## src/rtl/core/stbs_pkg.sv

```systemverilog
// ----------------------------------------------------------------------------
// Sorted table binary search unit: package
// Types, constants and codes shared by the controller, datapath and top level.
// ----------------------------------------------------------------------------
package stbs_pkg;

    // Default table depth and fixed field widths.
    localparam int unsigned TABLE_DEPTH_DEF = 1024;
    localparam int unsigned VALUE_BITS      = 32;
    localparam int unsigned POS_BITS        = 10;
    localparam int unsigned SIZE_BITS       = 11;

    // Configuration port geometry and register map.
    localparam int unsigned APB_ADDR_BITS = 2;
    localparam int unsigned APB_DATA_BITS = 32;
    localparam logic [APB_ADDR_BITS-1:0] ADDR_TABLE_SIZE = 2'd0;

    // Item command codes.
    typedef enum logic {
        CMD_LOAD   = 1'b0,
        CMD_SEARCH = 1'b1
    } stbs_cmd_t;

    // Controller states.
    typedef enum logic [1:0] {
        ST_IDLE,
        ST_CHECK,
        ST_COMPARE,
        ST_DONE
    } stbs_state_t;

    // Input item.
    typedef struct packed {
        stbs_cmd_t                     command;
        logic [POS_BITS-1:0]           position;
        logic signed [VALUE_BITS-1:0]  value;
    } stbs_req_t;

    // Result item.
    typedef struct packed {
        logic                 found;
        logic [POS_BITS-1:0]  match_position;
    } stbs_rsp_t;

    // Commands from the controller to the datapath.
    typedef struct packed {
        logic load_write;
        logic capture;
        logic probe;
        logic update;
    } stbs_ctl_t;

    // Status from the datapath to the controller.
    typedef struct packed {
        logic in_range;
        logic hit;
    } stbs_stat_t;

endpackage

```

## src/rtl/core/stbs_ctrl.sv

```systemverilog
// ----------------------------------------------------------------------------
// Sorted table binary search unit: controller
// State machine that sequences loads, probes and the result strobe.
// ----------------------------------------------------------------------------
module stbs_ctrl
    import stbs_pkg::*;
(
    input  logic        clk,
    input  logic        rst_n,
    input  logic        start,
    input  stbs_cmd_t   command,
    input  stbs_stat_t  stat,
    output stbs_ctl_t   ctl,
    output logic        busy,
    output logic        done
);

    stbs_state_t state_reg;
    stbs_state_t state_next;
    logic        accept;

    assign accept = start && (state_reg == ST_IDLE);

    always_ff @(posedge clk or negedge rst_n)
    begin
        if (!rst_n)
        begin
            state_reg <= ST_IDLE;
        end
        else
        begin
            state_reg <= state_next;
        end
    end

    // Next state: each probe takes a check state and a compare state.
    always_comb
    begin
        state_next = state_reg;
        case (state_reg)
            ST_IDLE:
            begin
                if (accept && (command == CMD_SEARCH))
                begin
                    state_next = ST_CHECK;
                end
            end
            ST_CHECK:
            begin
                if (stat.in_range)
                begin
                    state_next = ST_COMPARE;
                end
                else
                begin
                    state_next = ST_DONE;
                end
            end
            ST_COMPARE:
            begin
                if (stat.hit)
                begin
                    state_next = ST_DONE;
                end
                else
                begin
                    state_next = ST_CHECK;
                end
            end
            ST_DONE:
            begin
                state_next = ST_IDLE;
            end
            default:
            begin
                state_next = ST_IDLE;
            end
        endcase
    end

    // Outputs: datapath commands and the handshake signals.
    always_comb
    begin
        ctl            = '0;
        busy           = 1'b1;
        done           = 1'b0;
        case (state_reg)
            ST_IDLE:
            begin
                busy           = 1'b0;
                ctl.load_write = accept && (command == CMD_LOAD);
                ctl.capture    = accept && (command == CMD_SEARCH);
            end
            ST_CHECK:
            begin
                ctl.probe = stat.in_range;
            end
            ST_COMPARE:
            begin
                ctl.update = 1'b1;
            end
            ST_DONE:
            begin
                done = 1'b1;
            end
            default:
            begin
                busy = 1'b1;
            end
        endcase
    end

endmodule

```

## config.mk

```make
export PLATFORM = sky130hd
export DESIGN_NAME = stbs_ctrl
export DESIGN_NICKNAME = d
export VERILOG_FILES = /design/src/rtl/core/stbs_pkg.sv /design/src/rtl/core/stbs_ctrl.sv
export SDC_FILE = /design/constraint.sdc
export NUM_CORES = 1
export LEC_CHECK = 0
export ABC_AREA = 0
export BUFFER_PORTS_ARGS = -buffer_cell sky130_fd_sc_hd__buf_4
export CAP_MARGIN = 5
export CORE_AREA = 3 3 40 42
export DETAILED_ROUTE_END_ITERATION = 8
export DIE_AREA = 0 0 43 45
export PLACE_DENSITY = 0.42
export SLEW_MARGIN = 20
export SYNTH_ARGS = -nofsm -noshare
export SYNTH_HDL_FRONTEND = slang
export SYNTH_SLANG_ARGS = --single-unit
```

## constraint.sdc

```tcl
create_clock -name clk -period 2.2 [get_ports clk]
set_input_delay 0.11 -clock clk [delete_from_list [all_inputs] [get_ports clk]]
set_output_delay 0.11 -clock clk [all_outputs]
set_load 0.05 [all_outputs]
```

Word level (Yosys, flattened, before mapping)
Index checks and enable logic that the tools add are counted.
{"block": "totals", "register_bits": 2, "input_bits": 6, "wordCells": 19, "out_inout_bits": 6}
{"block": "classes", "mux": 9, "n_bitwise": 1, "reduce_logical": 4, "eq_ne": 4}
{"op": "$pmux 2 s4", "count": 1}
{"op": "$mux 2", "count": 3}
{"op": "$mux 1", "count": 5}
{"op": "$eq 2x2->1 const B", "count": 2}
{"op": "$logic_and 1x1->1", "count": 3}
{"op": "$eq 2x1->1 const B", "count": 1}
{"op": "$logic_not 2->1", "count": 1}
{"op": "$ne 2x1->1 const B", "count": 1}
{"op": "$not 1->1", "count": 1}

Logic depth before layout (Yosys ltp)
{"block": "logic_depth", "ltp_word": 5, "mapped_depth": 2, "mapped_depth_nobuf": 2}

Worst setup path before layout
Ideal clock, no wire load.
{"block": "synth_path", "path_type": "register to output", "startpoint": "register state_reg[1]", "endpoint": "output port ctl[3] (netlist bit)", "required_time_ns": 2.090, "setup_slack_ns": 0.687, "stages_incl_launch_ff": 3, "arrival_ns": 1.403, "path_cell_list": "dfrtp_1 -> or2_4 -> nor3b_2"}
{"item": "start, declared", "line": "stbs_ctrl.sv:18", "source": "stbs_state_t state_reg;"}
{"item": "start signal, assigned", "line": "stbs_ctrl.sv:32", "source": "state_reg <= state_next;"}
{"item": "end, declared", "line": "stbs_ctrl.sv:13", "source": "output stbs_ctl_t ctl,"}

==> results.yml <==
floorplanning:
  fp.dieW_um: 43
  ioPinCount: 12
  rows: 13
  fp.dieH_um: 45
  core_area_um2: 1280
  initial_core_util_pct: 10.2
  die_area_um2: 1940
cts:
  cts_tree: "yes"
  clockBufferDepth: 2
  cts_resized: 0
  clk_pin_slew_ps: 30
  cts-root-buf: "clkbuf_4"
  ctsHtreeMaxLevel: 1
  clock_sinks: 2
  cts_made_buffers: 3
  clk_latency_ps: 220
min_path:
  hold_depth: 2
  worstHoldStart: "stat[0]"
  hp-class: "primary input to register"
critical_path:
  endpoint_kind: "output pin"
  cp_max_fo: 6
  worst-setup-path-type: "register to output pin"
  worst_ep_required_time_ps: 2090
  r2r-start: "state_reg[1]"
  critPathLaunch: "state_reg[1]"
  startpoint_type: "register"
  arrival_ps: 1270
  rr_worst_depth: 2
grt:
  antenna_found_initial: 0
  overflow: 0
  grt_pass1_wl_um: 655
  use_met3_pct: 3.59
  grt_max_degree: 7
  use_met2_pct: 4.19
  use_met1_pct: 6.49
  busiest_layer: "met4"
  grt_usage_pct: 5.16
  grt_pass1_vias: 154
sta:
  rsz0062_at_grt: "false"
  fmax_mhz: 727
  setup_viol: 0
  clock_skew_ps: 1.01
  report.final.slew_viol_count: 0
  tightest_slew_ps: 187
  fin_crit_ps: 1380
  final.period_utilization_pct: 62.6
  fin_tns_setup_ps: 0
  slew_headroom_pct: 87.5
  timing_hold_violations_final: 0
  worst_slack_ps: 824
layout:
  utilization_pct: 20.6
  antenna_cells: 0
  multiInputGateArea_um2: 77.6
  regArea_um2: 50.0
  fin_area_um2: 265
  layout_common_cells: "buf_4 (11), clkbuf_4 (3), dfrtp_1 (2)"
  layout_commonest_cell: "buf_4"
  fillers: 151
  drive_above_1_share_pct: 60.7
  nets: 36
  largest_reg_flops: 2
  area_delta_synth_final_pct: 102
power_and_ir_drop:
  clkPwrFrac_pct: 18.0
  peakVddDrop_uv: 385
  p_seq_share_pct: 17.2
  p_per_area_nw_per_um2: 1670
  combPwrFrac_pct: 64.8
  p_int_mw: 0.218
  swShare_pct: 50.7
  p_leak_nw: 0.136
  power.switching_mw: 0.224
route:
  drtIter0Drc: 0
  drt_pass1_iterations: 1
  drc: 0
  wl_um: 420
  wire_per_inst_um: 9.77
  viasPerCell: 3.35
  route.vias.total: 144
  ant_nets: 0
logic_synthesis:
  synth_area_um2: 131
  ys_seq_area_share_pct: 38.1
  ys_types: 12
  syn_area_per_cell_um2: 10.1
  yosysTopAreaCell: "dfrtp_1"
  ys_warn_count: 0
  synth_seq_cells: 2
  netlist_instances: 13
  synth.top_cell.area_share_pct: 38.1
  synth_top_cells_by_area: "dfrtp_1 (38%), and4bb_2 (9.5%), nor3b_2 (9.5%)"
  synth_nets: 19
placed_design:
  place_congestion: 0.727
  hpwl_um: 342
  pre_cts_slack_ps: 1060
  portBuffers: 11
  dpl_cell_area_um2: 233
outcome:
  status: "completed"
run:
  drv_cap: 0
-- kinds of logic after synthesis --
| family | after synthesis | share of synthesized area [%] |
|---|---|---|
| flip-flops | 2 | 38.1 |
| AND/OR/NAND/NOR | 7 | 42.9 |
| buffers and inverters | 1 | 2.85 |
| AO/OA/AOI/OAI | 3 | 16.2 |
-- metal layers --
metal	vias up	wire, um
met5	-	0
met1	57	228
met2	12	119
met3	0	72
li1	75	-
met4	0	0
-- Yosys cell counts (all sizes together) --
cell and number:
inv 1, and4bb 1, a21oi 1, dfrtp 2, or2 1, o22ai 1, nor2 1, nor3b 1
nand2b 1, a21bo 1, nor2b 1, and2 1
-- timing repair --
| item | 4_1_cts | 5_1_grt |
|---|---|---|
| hold endpoints to repair | 2 | 0 |
| setup buffers | 0 | 0 |
| hold buffers | 1 | 0 |
-- per-stage QoR --
step,power (mW),cells,hold slack [ps]
floorplan,0.283,13,-186
global placement,0.357,39,-105
detailed placement,0.363,39,-105
CTS,0.449,43,77.0
global route,0.468,43,91.7
finish,0.443,43,86.4
-- final timing paths --
kind                           endpoint  slack (ps)
min reg2reg                state_reg[0]         530
max                              ctl[3]         820
max in group asynchronous  state_reg[0]        1890
min                        state_reg[1]          90
max reg2reg                state_reg[1]        1310
min in group asynchronous  state_reg[1]         230
-- critical path: stages, from the launching register on --
cell and delay, ps:
dfrtp_1 400, or2_4 270, nor3b_2 160, buf_4 220
-- area by class of cell --
cell class | instances | share of cell area [%]
flip-flops and latches | 2 | 18.9
repair buffers | 12 | 34.9
clock buffers | 3 | 8.49
multi-input cells | 10 | 29.2
inverters | 1 | 1.42
well taps | 15 | 7.08
-- power groups by stage --
stage / sequential [mW] / clock [mW] / combinational (mW)
6_report: 0.0762 / 0.0799 / 0.287
3_5_place_dp: 0.0765 / 0 / 0.286
4_1_cts: 0.0761 / 0.0850 / 0.288
3_3_place_gp: 0.0745 / 0 / 0.283
5_1_grt: 0.0814 / 0.0849 / 0.302
2_1_floorplan: 0.0722 / 0 / 0.211
No activity file was read; power rests on OpenSTA's default activity.
