### config.mk
export PLATFORM = sky130hd
export DESIGN_NAME = stbs_cfg
export DESIGN_NICKNAME = d
export VERILOG_FILES = /design/src/rtl/core/stbs_pkg.sv /design/src/rtl/core/stbs_cfg.sv
export SDC_FILE = /design/constraint.sdc
export NUM_CORES = 1
export LEC_CHECK = 0
export BUFFER_PORTS_ARGS = -buffer_cell sky130_fd_sc_hd__buf_2
export CAP_MARGIN = 20
export CORE_MARGIN = 5
export CORE_UTILIZATION = 36
export CTS_BUF_LIST = sky130_fd_sc_hd__clkbuf_8
export CTS_CLUSTER_DIAMETER = 50
export DETAILED_ROUTE_END_ITERATION = 8
export GPL_TIMING_DRIVEN = 0
export PLACE_DENSITY = 0.86
export SLEW_MARGIN = 0
export SYNTH_ARGS = -nofsm -noshare
export SYNTH_HDL_FRONTEND = slang
export SYNTH_SLANG_ARGS = --single-unit
export TNS_END_PERCENT = 20
### constraint.sdc
create_clock -name clk -period 1.15 [get_ports clk]
set_input_delay 0.1725 -clock clk [delete_from_list [all_inputs] [get_ports clk]]
set_output_delay 0.1725 -clock clk [all_outputs]
set_load 0.01 [all_outputs]
### src/rtl/core/stbs_pkg.sv
// ----------------------------------------------------------------------------
// Sorted table binary search unit: package
// Types, constants and codes shared by the controller, datapath and top level.
// ----------------------------------------------------------------------------
package stbs_pkg;

    // Default table depth and fixed field widths.
    localparam int unsigned TABLE_DEPTH_DEF = 1024;
    localparam int unsigned VALUE_BITS      = 32;
    localparam int unsigned POS_BITS        = 10;
    localparam int unsigned SIZE_BITS       = 11;

    // Configuration port geometry and register map.
    localparam int unsigned APB_ADDR_BITS = 2;
    localparam int unsigned APB_DATA_BITS = 32;
    localparam logic [APB_ADDR_BITS-1:0] ADDR_TABLE_SIZE = 2'd0;

    // Item command codes.
    typedef enum logic {
        CMD_LOAD   = 1'b0,
        CMD_SEARCH = 1'b1
    } stbs_cmd_t;

    // Controller states.
    typedef enum logic [1:0] {
        ST_IDLE,
        ST_CHECK,
        ST_COMPARE,
        ST_DONE
    } stbs_state_t;

    // Input item.
    typedef struct packed {
        stbs_cmd_t                     command;
        logic [POS_BITS-1:0]           position;
        logic signed [VALUE_BITS-1:0]  value;
    } stbs_req_t;

    // Result item.
    typedef struct packed {
        logic                 found;
        logic [POS_BITS-1:0]  match_position;
    } stbs_rsp_t;

    // Commands from the controller to the datapath.
    typedef struct packed {
        logic load_write;
        logic capture;
        logic probe;
        logic update;
    } stbs_ctl_t;

    // Status from the datapath to the controller.
    typedef struct packed {
        logic in_range;
        logic hit;
    } stbs_stat_t;

endpackage

### src/rtl/core/stbs_cfg.sv
// ----------------------------------------------------------------------------
// Sorted table binary search unit: configuration registers
// APB-style register file holding the table size.
// ----------------------------------------------------------------------------
module stbs_cfg
    import stbs_pkg::*;
(
    input  logic                      clk,
    input  logic                      rst_n,
    input  logic                      psel,
    input  logic                      penable,
    input  logic                      pwrite,
    input  logic [APB_ADDR_BITS-1:0]  paddr,
    input  logic [APB_DATA_BITS-1:0]  pwdata,
    output logic [APB_DATA_BITS-1:0]  prdata,
    output logic                      pready,
    output logic [SIZE_BITS-1:0]      table_size
);

    logic [SIZE_BITS-1:0] table_size_reg;
    logic                 wr_en;

    // A write completes in the access phase; the port never inserts wait states.
    assign pready = 1'b1;
    assign wr_en  = psel && penable && pwrite && (paddr == ADDR_TABLE_SIZE);

    always_ff @(posedge clk or negedge rst_n)
    begin
        if (!rst_n)
        begin
            table_size_reg <= '0;
        end
        else if (wr_en)
        begin
            table_size_reg <= pwdata[SIZE_BITS-1:0];
        end
    end

    // Read back the register; unmapped addresses read as zero.
    always_comb
    begin
        if (paddr == ADDR_TABLE_SIZE)
        begin
            prdata = APB_DATA_BITS'(table_size_reg);
        end
        else
        begin
            prdata = '0;
        end
    end

    assign table_size = table_size_reg;

endmodule

== Word-level counts from Yosys, hierarchy flattened ==
Cells that the tools add are included.

* Register bits after elaboration: 11
* Input bits: 39
* Output and inout port bits: 44
* Logic and storage cells: 6

* Muxes and demuxes: 1
* Reduce and logical (&&, ||, !) cells: 4

{| class="wikitable"
|+ Operators with widths
! cell !! number
|-
| $mux 11 || 1
|-
| $logic_and 1x1->1 || 3
|-
| $logic_not 2->1 || 1
|}

== Longest topological paths before layout ==
Gate-level depths: netlist of run 1.

* Depth in word-level cells: 3
* Depth in mapped cells: 4
* Gate-level depth less buffers: 3

== Worst setup path after synthesis of run 1 ==
Ideal clock, no wire load.

* Kind: input port to flip-flop
* Start point: input port paddr[1]
* End point: register table_size_reg[0], in the netlist table_size[0]
* Setup time: 0.125 ns
* Arrival: 0.878 ns
* Required time: 1.025 ns
* Path slack: 0.146 ns
* Cell stages on the path: 4
* Path buffers: 1
* Path through: nor2_2 nand4_2 buf_6 mux2_4

* Word-level cells in the longest chain between the ends: 2

{| class="wikitable"
|+ RTL lines
! what !! RTL line !! RTL
|-
| start: declaration || stbs_cfg.sv:13 || <nowiki>input logic [APB_ADDR_BITS-1:0] paddr,</nowiki>
|-
| $logic_not 2->1 || stbs_cfg.sv:25 || <nowiki>assign wr_en = psel && penable && pwrite && (paddr == ADDR_TABLE_SIZE);</nowiki>
|-
| $logic_and 1x1->1 || stbs_cfg.sv:25 ||
|-
| end signal: assignment || stbs_cfg.sv:35 || <nowiki>table_size_reg <= pwdata[SIZE_BITS-1:0];</nowiki>
|-
| end: declaration || stbs_cfg.sv:20 || <nowiki>logic [SIZE_BITS-1:0] table_size_reg;</nowiki>
|}

No other way between the ends.
A chain may end at the register's enable or synchronous reset.

== Worst setup path in the final report of run 1 ==
* Start point: register table_size_reg[9], in the netlist table_size[9]
* End point: output port prdata[9]

* Word-level cells in the longest chain between the ends: 1

{| class="wikitable"
|+ RTL lines
! what !! RTL line !! RTL
|-
| $mux 11 || stbs_cfg.sv:42 || <nowiki>if (paddr == ADDR_TABLE_SIZE)</nowiki>
|-
| end: declaration || stbs_cfg.sv:15 || <nowiki>output logic [APB_DATA_BITS-1:0] prdata,</nowiki>
|}

No other way between the ends.

==> metrics, run 1 <==
final WL 1570 um; required time worst endpoint 0.98 ns; worst-skew pair later-pin latency 0.23 ns; sequential area share after synthesis 0.386; WS Path Type flop to primary output; Final Util 0.559; Core Box Area 1920 um^2; # setup viols final 0; Largest register FFs 11; H-tree depth 1; Worst R2R Path Depth 1; Critical Path AT 0.91 ns; FF-to-FF setup slack 0.38 ns; Cells after Synth 61; largest net degree at the start of global routing 12; endpoints failing hold 0; pwr dens 1300 nW/um^2; Mapped Avg Cell Area 11.7 um^2; post-route worst setup slack 0.0631 ns; clock-pin slew on the worst setup and hold paths 0.05 ns; number of I/O port buffers 39; synth unique cells 11; clk_skew 0 ns; CP Launch Type flop; Critical Path End Type primary output; Tcrit/Tclk final 0.945; clock sink total 11; sequential power share 0.387; Setup Fix Bufs, Post-CTS 0; Synth top area share 0.386; placed insts 147; post-synthesis to final-layout area growth 50.7%; Yosys top cell by area dfrtp_1; CP Max Fanout 3; max cap viols 0; Psw 0.402 mW; r2r endpoint table_size[10]$_DFFE_PN0P_; routed length per instance 10.3 um; min cycle time layout 1.09 ns; Post-Place Setup Slack -0.0714 ns; vias per cell 3.64; P_leak 0.680 nW; clock buffer depth 2; #FFs+latches synth 11; hold wc startpoint pwdata[6]; Pint 0.996 mW; Peak Freq 0.920 GHz; Comb power frac 0.345; Antenna Cells 0; nets 165; DIE AREA 2970 um^2; GP Congestion 0.579; Detail Placement HPWL 1370 um; Mapped Area 713 um^2; Total Power 1.40 mW; RSZ-0062 raised after global routing false; Hold Path Class input port to flop; Num CTS Buffers 3; DRT iter0 DRCs 3; IO Pins 83; Overall Global Routing Usage 0.103; Finished Layout Cells 152; hold path depth 2; initial antenna violation count 0; Critical Path Start table_size[9]$_DFFE_PN0P_; Synth warnings 0; Worst Hold End table_size[6]$_DFFE_PN0P_; worst flop-to-flop path startpoint table_size[10]$_DFFE_PN0P_; status completed; TritonCTS clock tree done; Clock power frac 0.269; Hold Slack 0.169 ns; Overflow after GRT 0; synth top area cells dfrtp_1 (39%), buf_4 (23%), mux2_4 (21%), and2_1 (8.8%), nand4_2 (1.8%); DRC violations left 0; global-route wire length before repair 2160 um; vias in the first global route 517; peak supply drop 0.802 mV; die width 54.5 um; Final ANT Viol Nets 0; layout cells sized above 1 0.648; Root Driver clkbuf_8; via count 553; Starting Density 0.371; Pins Over Slew Limit 0; Sw Ratio 0.288; row count 16; Pre-antenna DRT Iters 2; Die Y 54.5 um
==> power by group through the flow <==
stage | combinational [mW] | sequential, mW | clock [mW]
detailed placement | 0.480 | 0.548 | 0
CTS | 0.485 | 0.542 | 0.392
global route | 0.526 | 0.559 | 0.417
floorplan | 0.260 | 0.583 | 0
global placement | 0.473 | 0.541 | 0
finish | 0.482 | 0.540 | 0.376
==> metrics by stage <==
step,setup TNS (ns),cell area [um^2]
final,0,1070
after global placement,-0.611,1020
after detailed placement,-0.720,1020
after global routing,0,1070
after CTS,0,1070
after floorplan,0,788
==> synthesized netlist by cell type, drive strengths merged <==
library cell / instances
buf: 23
and2: 11
dfrtp: 11
mux2: 11
conb: 2
clkbuf: 1
nand4: 1
nor2: 1
==> critical path, stage by stage, from the launching register on <==
cell	delay (ns)
dfrtp_1	0.38
and2_2	0.17
buf_2	0.13
==> worst max path at each step <==
stage / end / cells after the start
2_1_floorplan: table_size[0]$_DFFE_PN0P_ / 4
3_3_place_gp: prdata[8] / 5
3_5_place_dp: prdata[4] / 5
4_1_cts: prdata[9] / 2
5_1_grt: prdata[7] / 5
6_report: prdata[9] / 2
==> layout by cell type (no fill, tap or decap) <==
cell and count:
buf_4 22, clkbuf_8 3, dlygate4sd3_1 1, and2_2 1, conb_1 22, dfrtp_1 11
mux2_4 10, mux2_2 1, nor2_2 1, buf_2 40, nand4_2 1, buf_6 1
and2_1 10, clkinv_2 1
==> area by class of cell <==
cell class	instances	area, um^2
Clock inverter	1	5.00
Clock buffer	3	41.3
Multi-Input combinational cell	46	333
Fill cell	183	847
Timing Repair Buffer	40	205
Sequential cell	11	275
Buffer	24	181
Tap cell	27	33.8
==> cell families after synthesis <==
family / share of synthesized area
multiplexers: 0.226
other: 0.0105
AND/OR/NAND/NOR: 0.125
flip-flops: 0.386
buffers and inverters: 0.253
==> what timing repair did <==
action / in CTS / in global routing
hold buffers: 1 / 0
gates resized for setup: 1 / 1
endpoints found under the hold margin: 11 / 0
endpoints found under the setup margin: 10 / 5
==> per-layer routing <==
layer,up-vias,GRT usage,part of all wire,routed length (um)
li1,279,-,-,-
met1,234,0.106,0.34,535
met2,40,0.193,0.49,762
met3,0,0.0409,0.17,273
met4,0,0.0249,0,0
met5,-,0,0,0
Power figures use the tool's default switching activity.
==> inputs of run 2 (changes only) <==
Settings changed: CORE_UTILIZATION 36 to 34, PLACE_DENSITY 0.86 to 0.82.
Clock period 1.15 ns to 1 ns, I/O delays scaled along.
==> run 2 against run 1 <==
Compared with the run above: the flow now finishes with violations (setup timing); flip-flop and latch count is the same; non-clock buffer count grew 4; sequential power grew 15%; global-route usage is 0.49 points higher; final area increased by 5.1%; clock skew stayed put; first-iteration DRC count grew to 2.7 times the previous value; sequential share of layout area fell by 1.2 points; routed wire length rose by 11%; critical path type unchanged; highest routed layer unchanged.
==> metrics, run 2 (synthesis gave the netlist of run 1 again) <==
peak supply drop 0.884 mV; hold wc startpoint pwdata[0]; required time worst endpoint 0.85 ns; endpoints failing hold 0; min cycle time layout 1.04 ns; Hold Path Class input port to flop; vias per cell 3.75; IO Pins 83; Core Box Area 1980 um^2; layout cells sized above 1 0.651; Tcrit/Tclk final 1.04; DRC violations left 0; clock-pin slew on the worst setup and hold paths 0.05 ns; RSZ-0062 raised after global routing true; commonest non-fill, non-tap cell in the layout buf_2; failing checks setup timing; Post-Place Setup Slack -0.222 ns; DRT iter0 DRCs 8; H-tree depth 1; worst-skew pair later-pin latency 0.23 ns; Peak Freq 0.959 GHz; clock buffer depth 2; Overflow after GRT 0; Total Power 1.70 mW; # setup viols final 13; post-synthesis to final-layout area growth 58.4%; Root Driver clkbuf_8; Final Util 0.570; final WL 1740 um; Final ANT Viol Nets 0; Num CTS Buffers 3; Total Neg Setup Slack -0.336 ns; max cap viols 0; Hold Slack 0.145 ns; via count 585; Detail Placement HPWL 1390 um; vias in the first global route 609; Die Y 55.8 um; worst flop-to-flop path startpoint table_size[4]$_DFFE_PN0P_; WS Path Type flop to primary output; initial antenna violation count 0; Antenna Cells 0; status finished, violations left; Overall Global Routing Usage 0.108; DIE AREA 3110 um^2; global-route wire length before repair 2730 um; Largest register FFs 11; Pins Over Slew Limit 0; Critical Path End Type primary output; placed insts 147; GP Congestion 0.765; number of I/O port buffers 39; CP Max Fanout 3; Critical Path Start table_size[8]$_DFFE_PN0P_; Cell Area, Placed 1020 um^2; CP Launch Type flop; clk_skew 0 ns; Critical Path AT 0.89 ns; nets 169; Pre-antenna DRT Iters 3; TritonCTS clock tree done; die width 55.8 um; Final Instance Area 1130 um^2; commonest non-fill, non-tap cells in the layout buf_2 (36), buf_4 (26), conb_1 (22), dfrtp_1 (11); Finished Layout Cells 156; P_leak 0.707 nW; post-route worst setup slack -0.0432 ns; row count 16; routed length per instance 11.1 um; pwr dens 1500 nW/um^2; clock sink total 11; Starting Density 0.360; largest net degree at the start of global routing 12
[run 2: repair_timing]
| item | CTS | global route |
|---|---|---|
| resized for setup | 5 | 3 |
| buffers inserted | 2 | 2 |
| setup endpoints to repair | 11 | 13 |
| endpoints found under the hold margin | 11 | 0 |
| hold buffers | 1 | 0 |
| pin swaps | 1 | 1 |
[run 2: final cells by class]
type / count / area [um^2]
fill: 185 / 852
multi-input combinational: 46 / 334
sequential: 11 / 275
timing repair buffer: 44 / 254
buffer: 24 / 188
clock buffer: 3 / 41.3
tap: 27 / 33.8
clock inverter: 1 / 3.75
[run 2: final timing paths]
path / endpoint / slack (ns) / depth (start not counted)
worst max-delay path: prdata[8] / -0.04 / 2
worst max register to register: table_size[4]$_DFFE_PN0P_ / 0.12 / 2
worst min-delay path: table_size[0]$_DFFE_PN0P_ / 0.14 / 2
worst min register to register: table_size[3]$_DFFE_PN0P_ / 0.52 / 1
min in group asynchronous: table_size[0]$_DFFE_PN0P_ / 0.32 / 2
max in group asynchronous: table_size[9]$_DFFE_PN0P_ / 0.48 / 2
[run 2: worst max-delay path, cell delays in order (launching register included)]
cell	delay, ns
dfrtp_1	0.39
and2_1	0.14
buf_2	0.13
[run 2: metal layers]
| layer | GRT usage | part of all wire | up-vias | routed length (um) |
|---|---|---|---|---|
| met5 | 0 | 0 | - | 0 |
| met4 | 0.0278 | 0 | 0 | 0 |
| met3 | 0.0464 | 0.11 | 0 | 190 |
| met2 | 0.189 | 0.49 | 41 | 850 |
| met1 | 0.120 | 0.40 | 258 | 694 |
| li1 | - | - | 286 | - |
[run 2: power by group]
group          internal, mW  switching, mW
Combinational         0.395          0.260
Sequential            0.551         0.0695
Clock                 0.268          0.153
==> inputs of run 3 (changes only) <==
Settings changed: ABC_AREA from default to 1, CORE_UTILIZATION 34 to 37, PLACE_DENSITY 0.82 to 0.87.
Clock period 1 ns to 1.25 ns, I/O delays scaled along.
==> run 3 against run 2 <==
Compared with the run above: the run now ends clean; die area down 5.2%; non-clock buffer count down 2; combinational power down 40%; critical path depth up 4; flip-flop and latch count unchanged; sequential share of layout area up 0.98 points; hold slack better by 0.034 ns; register-to-register slack better by 0.52 ns; area after synthesis up 1.9%; worst setup slack better by 0.16 ns; first-iteration DRC count up 100%; sequential power down 23%; largest power group is now sequential cells.
==> metrics, run 3 <==
status completed; RSZ-0062 raised after global routing false; Num CTS Buffers 3; Primary FF master, synth dfrtp_1; WS Path Type input port to primary output; P_leak 0.715 nW; number of I/O port buffers 39; Cell Area, Placed 1030 um^2; Sw Ratio 0.321; row count 16; Final ANT Viol Nets 0; synth unique cells 10; vias per cell 3.79; CP Launch Type input port; die width 54.3 um; placed insts 186; required time worst endpoint 1.06 ns; clk_skew 0 ns; routed length per instance 9.85 um; DRT iter0 DRCs 16; Yosys top cell by area dfrtp_1; Root Driver clkbuf_8; commonest non-fill, non-tap cells in the layout buf_2 (40), nand2_1 (24), buf_4 (24), conb_1 (22), inv_1 (14); pwr dens 1120 nW/um^2; clock-pin slew on the worst setup and hold paths 0.05 ns; Synth warnings 0; sequential area share after synthesis 0.379; post-synthesis to final-layout area growth 49.4%; post-CTS resize count 0; Post-synth ARST share 1.00; IO Pins 83; Peak Freq 0.880 GHz; Die Y 54.3 um; Final Instance Area 1090 um^2; # setup viols final 0; Largest register FFs 11; Finished Layout Cells 191; hold path depth 3; Total Neg Setup Slack 0 ns; Psw 0.390 mW; Critical Path End Type primary output; TritonCTS clock tree done; Critical Path AT 0.95 ns; Mapped Avg Cell Area 7.27 um^2; H-tree depth 1; CP Max Fanout 10; Mapped Area 727 um^2; global-route wire length before repair 2670 um; worst-skew pair later-pin latency 0.24 ns; Cells after Synth 100; Pins Over Slew Limit 0; Final Util 0.565; nets 204; Core Box Area 1920 um^2; largest net degree at the start of global routing 12; Synth top area share 0.379; sequential power share 0.396; most instantiated cells after synthesis buf_4 (24), nand2_1 (24), inv_1 (13); vias in the first global route 636; final WL 1880 um; Pint 0.825 mW; Clock power frac 0.279; commonest non-fill, non-tap cell in the layout buf_2; clock sink total 11; Tcrit/Tclk final 0.909; min cycle time layout 1.14 ns; Post-synth EDFFs 0; Starting Density 0.378; Worst R2R Path Depth 2; DIE AREA 2950 um^2; fillers 208; max cap viols 0; Comb power frac 0.325; layout cells sized above 1 0.427; via count 724; peak supply drop 0.682 mV; synth top area cells dfrtp_1 (38%), buf_4 (25%), nand2_1 (12%), nand3_1 (7.6%), inv_1 (6.7%); Overall Global Routing Usage 0.129; Pre-antenna DRT Iters 4; endpoints failing hold 0; footprint of the multi-input gates 282 um^2; Antenna Cells 0; Hold Path Class input port to flop; clock buffer depth 2; Sequential cell area 275 um^2; initial antenna violation count 0; Detail Placement HPWL 1570 um; Overflow after GRT 0; #FFs+latches synth 11; DRC violations left 0; GP Congestion 0.668
-- run 3: cell types whose count changed in the layout (fill, tap and decap cells not counted), sizes merged --
cell	delta
mux2	-11
inv	+13
and2	-11
nand2	+24
nand4	-1
nor2	+12
buf	-2
nand3	+11
-- run 3: kinds of logic (layout without fill, tap and decap cells) --
family,after synthesis,after routing,share of synthesized area
AND/OR/NAND/NOR,48,48,0.274
other,2,22,0.0103
flip-flops,11,11,0.379
buffers and inverters,39,83,0.337
-- run 3: timing repair --
item | CTS | global route
endpoints found under the hold margin | 11 | 0
hold buffers | 1 | 0
setup buffers | 0 | 0
-- run 3: metrics by stage --
stage               hold slack (ns)  setup slack [ns]  power [mW]
global placement             0.0669             0.140       0.865
floorplan                    -0.108             0.352       0.723
detailed placement           0.0673            0.0967       0.879
global route                  0.182            0.0177        1.30
CTS                           0.175            0.0928        1.23
finish                        0.179             0.113        1.21
-- run 3: layer usage --
| metal | track usage | part of all wire | vias to the layer above |
|---|---|---|---|
| met5 | 0 | 0 | - |
| met4 | 0.0249 | 0.0043 | 0 |
| met3 | 0.0545 | 0.10 | 2 |
| met2 | 0.259 | 0.53 | 39 |
| met1 | 0.118 | 0.36 | 306 |
| li1 | - | - | 377 |
-- run 3: worst paths after layout --
kind,endpoint,slack [ns],from
min reg2reg,table_size[10]$_DFFE_PN0P_,0.48,table_size[10]$_DFFE_PN0P_
max,prdata[7],0.11,paddr[1]
max in group asynchronous,table_size[4]$_DFFE_PN0P_,0.70,rst_n
min,table_size[3]$_DFFE_PN0P_,0.18,pwdata[3]
max reg2reg,table_size[0]$_DFFE_PN0P_,0.64,table_size[0]$_DFFE_PN0P_
min in group asynchronous,table_size[5]$_DFFE_PN0P_,0.35,rst_n
-- run 3: power groups by stage --
stage	logic, mW	clock network (mW)	registers (mW)
2_1_floorplan	0.202	0	0.520
3_3_place_gp	0.382	0	0.483
3_5_place_dp	0.393	0	0.486
4_1_cts	0.396	0.348	0.481
5_1_grt	0.444	0.366	0.492
6_report	0.395	0.339	0.480
-- run 3: final cells by class --
type                       instances  area share
multi-input combinational         70       0.259
sequential                        11       0.253
timing repair buffer              40       0.189
buffer                            26       0.181
inverter                          13      0.0449
clock buffer                       3      0.0380
tap                               27      0.0311
clock inverter                     1     0.00346
-- run 3: worst max-delay path, cell delays in order --
cell and delay, ns:
buf_2 0.10, nor2_2 0.16, inv_1 0.07, buf_2 0.18, nor2_1 0.11, buf_2 0.14
